===== src/rtl/bbr_pkg.sv =====
package bbr_pkg;

    localparam int WINDOW_LEN = 10;
    localparam int WIN_AW     = (WINDOW_LEN > 1) ? $clog2(WINDOW_LEN) : 1;

    localparam int BW_W     = 24;
    localparam int RTT_W    = 16;
    localparam int GAIN_W   = 9;
    localparam int PHASE_W  = 3;
    localparam int ROUND_W  = 16;
    localparam int INFL_W   = 32;
    localparam int CFG_AW   = 3;
    localparam int CFG_DW   = 24;
    localparam int S_DATA_W = 40;
    localparam int M_DATA_W = 112;

    localparam logic [CFG_AW-1:0] REG_PHASE_START    = 3'd0;
    localparam logic [CFG_AW-1:0] REG_PROBE_INTERVAL = 3'd1;
    localparam logic [CFG_AW-1:0] REG_PROBE_DURATION = 3'd2;
    localparam logic [CFG_AW-1:0] REG_PROBE_INFLIGHT = 3'd3;
    localparam logic [CFG_AW-1:0] REG_RTT_FLOOR      = 3'd4;

    localparam logic [GAIN_W-1:0] GAIN_UP    = 9'd320;
    localparam logic [GAIN_W-1:0] GAIN_DOWN  = 9'd230;
    localparam logic [GAIN_W-1:0] GAIN_UNITY = 9'd256;

    localparam logic [RTT_W-1:0]  RTT_RESET       = 16'd256;
    localparam logic [ROUND_W-1:0] INTERVAL_RESET = 16'd20;
    localparam logic [ROUND_W-1:0] DURATION_RESET = 16'd4;
    localparam logic [BW_W-1:0]   INFLIGHT_RESET  = 24'd1024;
    localparam logic [RTT_W-1:0]  FLOOR_RESET     = 16'd512;

    typedef struct packed {
        logic            wr;
        logic [BW_W-1:0] data;
    } t_win_cmd;

    typedef struct packed {
        logic            done;
        logic [BW_W-1:0] peak;
    } t_win_sts;

    function automatic logic [GAIN_W-1:0] gain_of(input logic [PHASE_W-1:0] phase);
        logic [GAIN_W-1:0] g;
        case (phase)
            3'd0:    g = GAIN_UP;
            3'd1:    g = GAIN_DOWN;
            default: g = GAIN_UNITY;
        endcase
        return g;
    endfunction

endpackage


===== src/rtl/bbr_win.sv =====
module bbr_win (
    input  logic              i_clk,
    input  logic              i_rst_n,
    input  bbr_pkg::t_win_cmd i_cmd,
    output bbr_pkg::t_win_sts o_sts
);

    logic [bbr_pkg::BW_W-1:0]   r_win [bbr_pkg::WINDOW_LEN];
    logic [bbr_pkg::WIN_AW-1:0] r_slot;
    logic [bbr_pkg::WIN_AW-1:0] r_idx;
    logic                       r_busy;
    logic                       r_done;
    logic [bbr_pkg::BW_W-1:0]   r_peak;

    always_ff @(posedge i_clk) begin
        if (!i_rst_n) begin
            for (int k = 0; k < bbr_pkg::WINDOW_LEN; k++) begin
                r_win[k] <= '0;
            end
            r_slot <= '0;
            r_idx  <= '0;
            r_busy <= 1'b0;
            r_done <= 1'b0;
            r_peak <= '0;
        end else begin
            r_done <= 1'b0;
            if (i_cmd.wr) begin
                r_win[r_slot] <= i_cmd.data;
                if (r_slot == bbr_pkg::WIN_AW'(bbr_pkg::WINDOW_LEN - 1)) begin
                    r_slot <= '0;
                end else begin
                    r_slot <= r_slot + 1'b1;
                end
                r_peak <= '0;
                r_idx  <= '0;
                r_busy <= 1'b1;
            end else if (r_busy) begin
                if (r_win[r_idx] > r_peak) begin
                    r_peak <= r_win[r_idx];
                end
                if (r_idx == bbr_pkg::WIN_AW'(bbr_pkg::WINDOW_LEN - 1)) begin
                    r_busy <= 1'b0;
                    r_done <= 1'b1;
                end else begin
                    r_idx <= r_idx + 1'b1;
                end
            end
        end
    end

    assign o_sts.done = r_done;
    assign o_sts.peak = r_peak;

endmodule


===== src/rtl/bbr_rate_controller.sv =====
// Channel  Dir  Bits  Contents (lowest bit first)
// s_axis   in   40    delivered_bw[23:0], rtt_sample[39:24]
// m_axis   out  112   sending_rate, inflight_target, gain_out, probe_mode,
//                     cycle_phase, bw_estimate, rtt_estimate, zero pad
// cfg      in   24    write enable, index 0..4, data
//
// From accept to result, one item passes through the one-entry-per-cycle window
// scan, the estimate update and two passes through the shared multiplier.
// Ready is high only while the sequencer is idle.
// Reset is synchronous and clears the window. A stalled result holds in the
// output register; the next item is accepted while it waits.
module bbr_rate_controller (
    input  logic                           i_clk,
    input  logic                           i_rst_n,
    input  logic                           i_s_tvalid,
    output logic                           o_s_tready,
    // delivered_bw[23:0], rtt_sample[39:24]
    input  logic [bbr_pkg::S_DATA_W-1:0]   i_s_tdata,
    output logic                           o_m_tvalid,
    input  logic                           i_m_tready,
    // sending_rate[23:0], inflight_target[55:24], gain_out[64:56],
    // probe_mode[65], cycle_phase[68:66], bw_estimate[92:69],
    // rtt_estimate[108:93], zero[111:109]
    output logic [bbr_pkg::M_DATA_W-1:0]   o_m_tdata,
    input  logic                           i_cfg_we,
    input  logic [bbr_pkg::CFG_AW-1:0]     i_cfg_addr,
    input  logic [bbr_pkg::CFG_DW-1:0]     i_cfg_wdata
);

    typedef enum logic [2:0] {
        ST_IDLE,
        ST_SCAN,
        ST_UPD,
        ST_MUL1,
        ST_MUL2,
        ST_OUT
    } t_state;

    t_state r_state;

    logic [bbr_pkg::ROUND_W-1:0] r_intv;
    logic [bbr_pkg::ROUND_W-1:0] r_dur;
    logic [bbr_pkg::BW_W-1:0]    r_pinfl;
    logic [bbr_pkg::RTT_W-1:0]   r_floor;

    logic [bbr_pkg::RTT_W-1:0]   r_lowest;
    logic                        r_mode;
    logic [bbr_pkg::PHASE_W-1:0] r_cycle;
    logic [bbr_pkg::ROUND_W-1:0] r_round;
    logic [bbr_pkg::ROUND_W-1:0] r_pbegin;
    logic [bbr_pkg::ROUND_W-1:0] r_rpbegin;

    logic [bbr_pkg::RTT_W-1:0]   r_rtt;
    logic [bbr_pkg::GAIN_W-1:0]  r_gain;
    logic                        r_use_bw;
    logic [32:0]                 r_prod1;
    logic [48:0]                 r_prod2;

    logic                        r_m_tvalid;
    logic [bbr_pkg::M_DATA_W-1:0] r_m_tdata;

    logic [bbr_pkg::RTT_W-1:0]   n_lowest;
    logic                        n_mode;
    logic [bbr_pkg::PHASE_W-1:0] n_cycle;
    logic [bbr_pkg::ROUND_W-1:0] n_round;
    logic [bbr_pkg::ROUND_W-1:0] n_pbegin;
    logic [bbr_pkg::ROUND_W-1:0] n_rpbegin;
    logic [bbr_pkg::GAIN_W-1:0]  n_gain;
    logic                        n_use_bw;
    logic [bbr_pkg::ROUND_W-1:0] el_dur;
    logic [bbr_pkg::ROUND_W-1:0] el_intv;

    logic [32:0]                 mul_a;
    logic [15:0]                 mul_b;
    logic [48:0]                 mul_p;

    logic [bbr_pkg::BW_W-1:0]    rate_sat;
    logic [bbr_pkg::INFL_W-1:0]  infl_sat;
    logic [bbr_pkg::INFL_W-1:0]  infl_out;

    bbr_pkg::t_win_cmd win_cmd;
    bbr_pkg::t_win_sts win_sts;

    logic s_acc;
    logic out_free;

    assign o_s_tready = (r_state == ST_IDLE);
    assign s_acc      = i_s_tvalid && o_s_tready;
    assign out_free   = !r_m_tvalid || i_m_tready;

    assign win_cmd.wr   = s_acc;
    assign win_cmd.data = i_s_tdata[23:0];

    bbr_win u_win (
        .i_clk   (i_clk),
        .i_rst_n (i_rst_n),
        .i_cmd   (win_cmd),
        .o_sts   (win_sts)
    );

    always_comb begin
        n_lowest  = r_lowest;
        n_pbegin  = r_pbegin;
        n_rpbegin = r_rpbegin;
        n_mode    = r_mode;
        n_cycle   = r_cycle;
        n_round   = r_round + 1'b1;
        n_gain    = bbr_pkg::GAIN_UNITY;
        n_use_bw  = 1'b0;
        if (r_rtt <= r_lowest) begin
            n_lowest = (r_rtt < r_floor) ? r_floor : r_rtt;
            n_pbegin = r_round;
        end
        el_dur = n_round - r_rpbegin;
        if (r_mode) begin
            if (el_dur >= r_dur) begin
                n_mode = 1'b0;
            end
        end else begin
            n_cycle = r_cycle + 1'b1;
        end
        el_intv = n_round - n_pbegin;
        if (!n_mode) begin
            n_gain   = bbr_pkg::gain_of(n_cycle);
            n_use_bw = 1'b1;
            if (el_intv >= r_intv) begin
                n_pbegin  = n_round;
                n_rpbegin = n_round;
                n_mode    = 1'b1;
            end
        end
    end

    always_comb begin
        if (r_state == ST_MUL2) begin
            mul_a = r_prod1;
            mul_b = r_lowest;
        end else begin
            mul_a = {9'd0, win_sts.peak};
            mul_b = {7'd0, r_gain};
        end
    end

    assign mul_p = mul_a * mul_b;

    assign rate_sat = (r_prod1[32] != 1'b0) ? {bbr_pkg::BW_W{1'b1}} : r_prod1[31:8];
    assign infl_sat = (r_prod2[48] != 1'b0) ? {bbr_pkg::INFL_W{1'b1}} : r_prod2[47:16];
    assign infl_out = r_use_bw ? infl_sat : {8'd0, r_pinfl};

    always_ff @(posedge i_clk) begin
        if (!i_rst_n) begin
            r_state       <= ST_IDLE;
            r_intv        <= bbr_pkg::INTERVAL_RESET;
            r_dur         <= bbr_pkg::DURATION_RESET;
            r_pinfl       <= bbr_pkg::INFLIGHT_RESET;
            r_floor       <= bbr_pkg::FLOOR_RESET;
            r_lowest      <= bbr_pkg::RTT_RESET;
            r_mode        <= 1'b0;
            r_cycle       <= '0;
            r_round       <= '0;
            r_pbegin      <= '0;
            r_rpbegin     <= '0;
            r_m_tvalid    <= 1'b0;
        end else begin
            if (r_m_tvalid && i_m_tready && r_state != ST_OUT) begin
                r_m_tvalid <= 1'b0;
            end
            if (i_cfg_we) begin
                case (i_cfg_addr)
                    bbr_pkg::REG_PHASE_START: begin
                        r_cycle       <= i_cfg_wdata[2:0];
                    end
                    bbr_pkg::REG_PROBE_INTERVAL: r_intv  <= i_cfg_wdata[15:0];
                    bbr_pkg::REG_PROBE_DURATION: r_dur   <= i_cfg_wdata[15:0];
                    bbr_pkg::REG_PROBE_INFLIGHT: r_pinfl <= i_cfg_wdata;
                    bbr_pkg::REG_RTT_FLOOR:      r_floor <= i_cfg_wdata[15:0];
                    default: ;
                endcase
            end
            case (r_state)
                ST_IDLE: begin
                    if (s_acc) begin
                        r_rtt   <= i_s_tdata[39:24];
                        r_state <= ST_SCAN;
                    end
                end
                ST_SCAN: begin
                    if (win_sts.done) begin
                        r_state <= ST_UPD;
                    end
                end
                ST_UPD: begin
                    r_lowest  <= n_lowest;
                    r_mode    <= n_mode;
                    r_cycle   <= n_cycle;
                    r_round   <= n_round;
                    r_pbegin  <= n_pbegin;
                    r_rpbegin <= n_rpbegin;
                    r_gain    <= n_gain;
                    r_use_bw  <= n_use_bw;
                    r_state   <= ST_MUL1;
                end
                ST_MUL1: begin
                    r_prod1 <= mul_p[32:0];
                    r_state <= ST_MUL2;
                end
                ST_MUL2: begin
                    r_prod2 <= mul_p;
                    r_state <= ST_OUT;
                end
                ST_OUT: begin
                    if (out_free) begin
                        r_m_tvalid <= 1'b1;
                        r_m_tdata  <= {3'd0, r_lowest, win_sts.peak, r_cycle, r_mode,
                                       r_gain, infl_out, rate_sat};
                        r_state    <= ST_IDLE;
                    end
                end
                default: r_state <= ST_IDLE;
            endcase
        end
    end

    assign o_m_tvalid = r_m_tvalid;
    assign o_m_tdata  = r_m_tdata;

endmodule


===== config.mk =====
export PLATFORM = sky130hd
export DESIGN_NAME = bbr_rate_controller
export DESIGN_NICKNAME = d
export VERILOG_FILES = /design/src/rtl/bbr_pkg.sv /design/src/rtl/bbr_win.sv /design/src/rtl/bbr_rate_controller.sv
export SDC_FILE = /design/constraint.sdc
export NUM_CORES = 2
export LEC_CHECK = 0
export BUFFER_PORTS_ARGS = -buffer_cell sky130_fd_sc_hd__buf_4
export CAP_MARGIN = 10
export CORE_MARGIN = 1
export CORE_UTILIZATION = 40
export DETAILED_ROUTE_END_ITERATION = 16
export GPL_TIMING_DRIVEN = 0
export PLACE_DENSITY_LB_ADDON = 0.05
export RECOVER_POWER = 100
export SLEW_MARGIN = 25
export SYNTH_ARGS = -nofsm -noshare
export SYNTH_HDL_FRONTEND = slang
export SYNTH_SLANG_ARGS = --single-unit

===== constraint.sdc =====
create_clock -name i_clk -period 10 [get_ports i_clk]
set_input_delay 1.5 -clock i_clk [delete_from_list [all_inputs] [get_ports i_clk]]
set_output_delay 1.5 -clock i_clk [all_outputs]
set_load 0.01 [all_outputs]

==> reports/qor.csv <==
metric,value,unit
status,finished with violations,
failed_checks,"design-rule violations, max-capacitance violations, max-slew violations",
ir_worst_vdd,0.000132,V
die_area,126000,um2
crit_buf_inv,5,
overflow,0,
finalHoldViolCount,0,
fmax,104,MHz
slew_headroom,-35.7,%
ctsResizeCount,0,
layoutNonFillerInstCount,6534,
cts_made_buffers,87,
required,10450,ps
post_cts_buffers,0,
post-route-drc-count,24,
synth_compound_area_share,6.65,%
synth-edff-count,573,
dp.cells,6373,
cts_sinks,755,
synthSimpleGateAreaFrac,12.7,%
crit_type,reg -> reg,
postRouteAntennaNets,0,
powerDensity,128,nW/um2
synth_xor_area_share,1.79,%
crit_path_max_fanout,10,
min_to,o_m_tdata[65],
p_int,0.00542,W
clock_skew,63.0,ps
switching_share,24.1,%
r2r_end,r_prod2[34],
max-clock-path-buffers,3,
rows,129,
path_delay_family,adder cells,
start_kind,flop,
reg2reg_depth,25,
power_frac_seq,48.1,%
insertion_delay,730,ps
drtIter0Drc,3129,
p_clk_share,44.5,%
routed_wl,167000,um
grt_pass1_vias,34782,
drive_gt1_share,8.25,%
ys_types,82,
core_area,124000,um2
vias,34781,
hp-class,reg -> reg,
cts_root_buffer,clkbuf_16,
die_h,355,um
period_minus_slack,9580,ps
synth-main-ff-cell,edfxtp_1,
gp_congestion,0.988,
drt_pre_antenna_iters,14,
cts_tree,yes,
r2r_start,r_state[0],
rrSetupSlack,420,ps
setup_viol,0,
clkSlewWorstSetupHoldPaths,60,ps
ys_ff_latch,755,
grt_setup_unrepaired,false,
drv_slew,13,
cpMaxStageDelayCell,a21oi_1,
grt_antenna_before_repair,9,
finalCritPeriodShare,95.8,%
area_growth,11.7,%
synth_top_family_by_area,adder cells,
place_area,53900,um2
io_pins,186,
endpoint_kind,flop,
synth_fa_ha_area_share,23.5,%
final_common_cell,inv_1,
setup_tns,0,ps
fin_area,55800,um2
hold_depth,0,
worst_slew_pin_slew,2010,ps
muxShareOfSynthArea,6.87,%
ys_seq_area_share,41.8,%
drv_cap,2,
fp.dieW,355,um
initial_core_util,40.3,%
hold_start,r_mode,
postCtsHoldBufs,0,
htree_levels,3,
grt_max_degree,26,
synth_cells,4532,
wl_per_cell,25.5,um
ys_warn_count,0,
synthArstFlopShare,0,%
layout_common_cells,"inv_1, edfxtp_1, nand2_1",
grt_usage,26.8,%
p_comb_share,7.3,%
grt_pass1_wl,243000,um
cp_data_arrival_time,10030,ps
syn_avg_cell_area,11.0,um2
routed_via_density,5.32,
switching_power,0.00172,W
power.leakage,22.9,nW
syn_area,49900,um2
hpwlAfterDp,132000,um
critPathMaxStageDelay,760,ps
cp_common_cell,fa_1,
port-buffer-count,178,
finalNetCount,5573,
-- area by class of cell --
type                            count  area [um2]
Sequential cell                   755       20900
Clock inverter                     51         460
Timing Repair Buffer              199        1020
Tap cell                         1637        2050
Clock buffer                      108        2350
Inverter                          616        2310
Fill cell                       11914       68000
Multi-Input combinational cell   2915       25700
Buffer                            251        1010
Antenna cell                        2        5.00
-- power by group through the flow --
stage               registers (W)  logic [W]  clock network [W]
global route              0.00344   0.000572            0.00338
global placement          0.00351   0.000524                  0
CTS                       0.00344   0.000534            0.00326
finish                    0.00344   0.000522            0.00318
floorplan                 0.00349   0.000332                  0
detailed placement        0.00351   0.000530                  0
-- metrics by stage --
step	setup WS [ps]	util, %	hold WS, ps	power (W)
finish	420	45.0	439	0.00715
global route	152	45.0	449	0.00739
CTS	758	45.8	443	0.00723
detailed placement	801	43.5	430	0.00404
global placement	-1710	43.1	418	0.00403
floorplan	2820	-	406	0.00382
-- worst max-delay path by stage --
stage / from / end / slack (ps) / depth (start not counted)
after global placement: i_rst_n / o_m_tdata[10] / -1710 / 5
after global routing: r_lowest[9] / r_pbegin[6] / 150 / 28
final: r_state[0] / r_prod2[34] / 420 / 25
after floorplan: i_rst_n / o_m_tdata[0] / 2820 / 5
after CTS: r_state[2] / r_prod2[34] / 760 / 26
after detailed placement: r_state[2] / r_prod2[34] / 800 / 26
-- cells by family after synthesis --
| family | Yosys count |
|---|---|
| simple gates | 1417 |
| flops | 755 |
| mux | 191 |
| fa+ha+maj | 676 |
| other cells | 1 |
| buf+inv | 867 |
| compound gates | 523 |
| xor+xnor | 102 |
-- synth_stat cells (all sizes together), types with 5 or more instances --
cell type	instances	area share (%)
a2111oi	5	0.090
a211oi	20	0.32
a21o	68	1.0
a21oi	212	2.1
a31o	9	0.16
a31oi	12	0.21
and2	32	0.40
and3	195	2.4
buf	50	0.56
clkbuf	201	1.5
dfxtp	182	7.3
edfxtp	573	34
fa	434	17
ha	242	6.1
inv	616	4.6
mux2	11	0.25
mux2i	60	1.2
mux4	120	5.4
nand2	568	4.3
nand2b	23	0.29
nand3	47	0.47
nand3b	6	0.090
nand4	22	0.28
nor2	418	3.2
nor2b	24	0.30
nor3	22	0.22
nor4	5	0.063
o211ai	7	0.11
o21a	20	0.30
o21ai	92	0.94
o21bai	13	0.20
o22a	23	0.40
o31ai	8	0.12
or2	31	0.39
or3	12	0.15
xnor2	63	1.1
xor2	39	0.68
-- per-layer routing --
metal  share of wire [%]  GRT usage [%]
met1                  44           37.2
met2                  46           42.2
met3                 7.0           5.20
met4                 3.4           8.35
met5               0.019              0
-- sequential cells by signal (all words and copies together), names as in the netlist, 24 cells and up, named ones only --
register,count
u_win.r_win,384
o_m_tdata,103
r_prod1,33
r_prod2,33
r_pinfl,24
u_win.r_peak,24
Power figures use the tool's default switching activity.
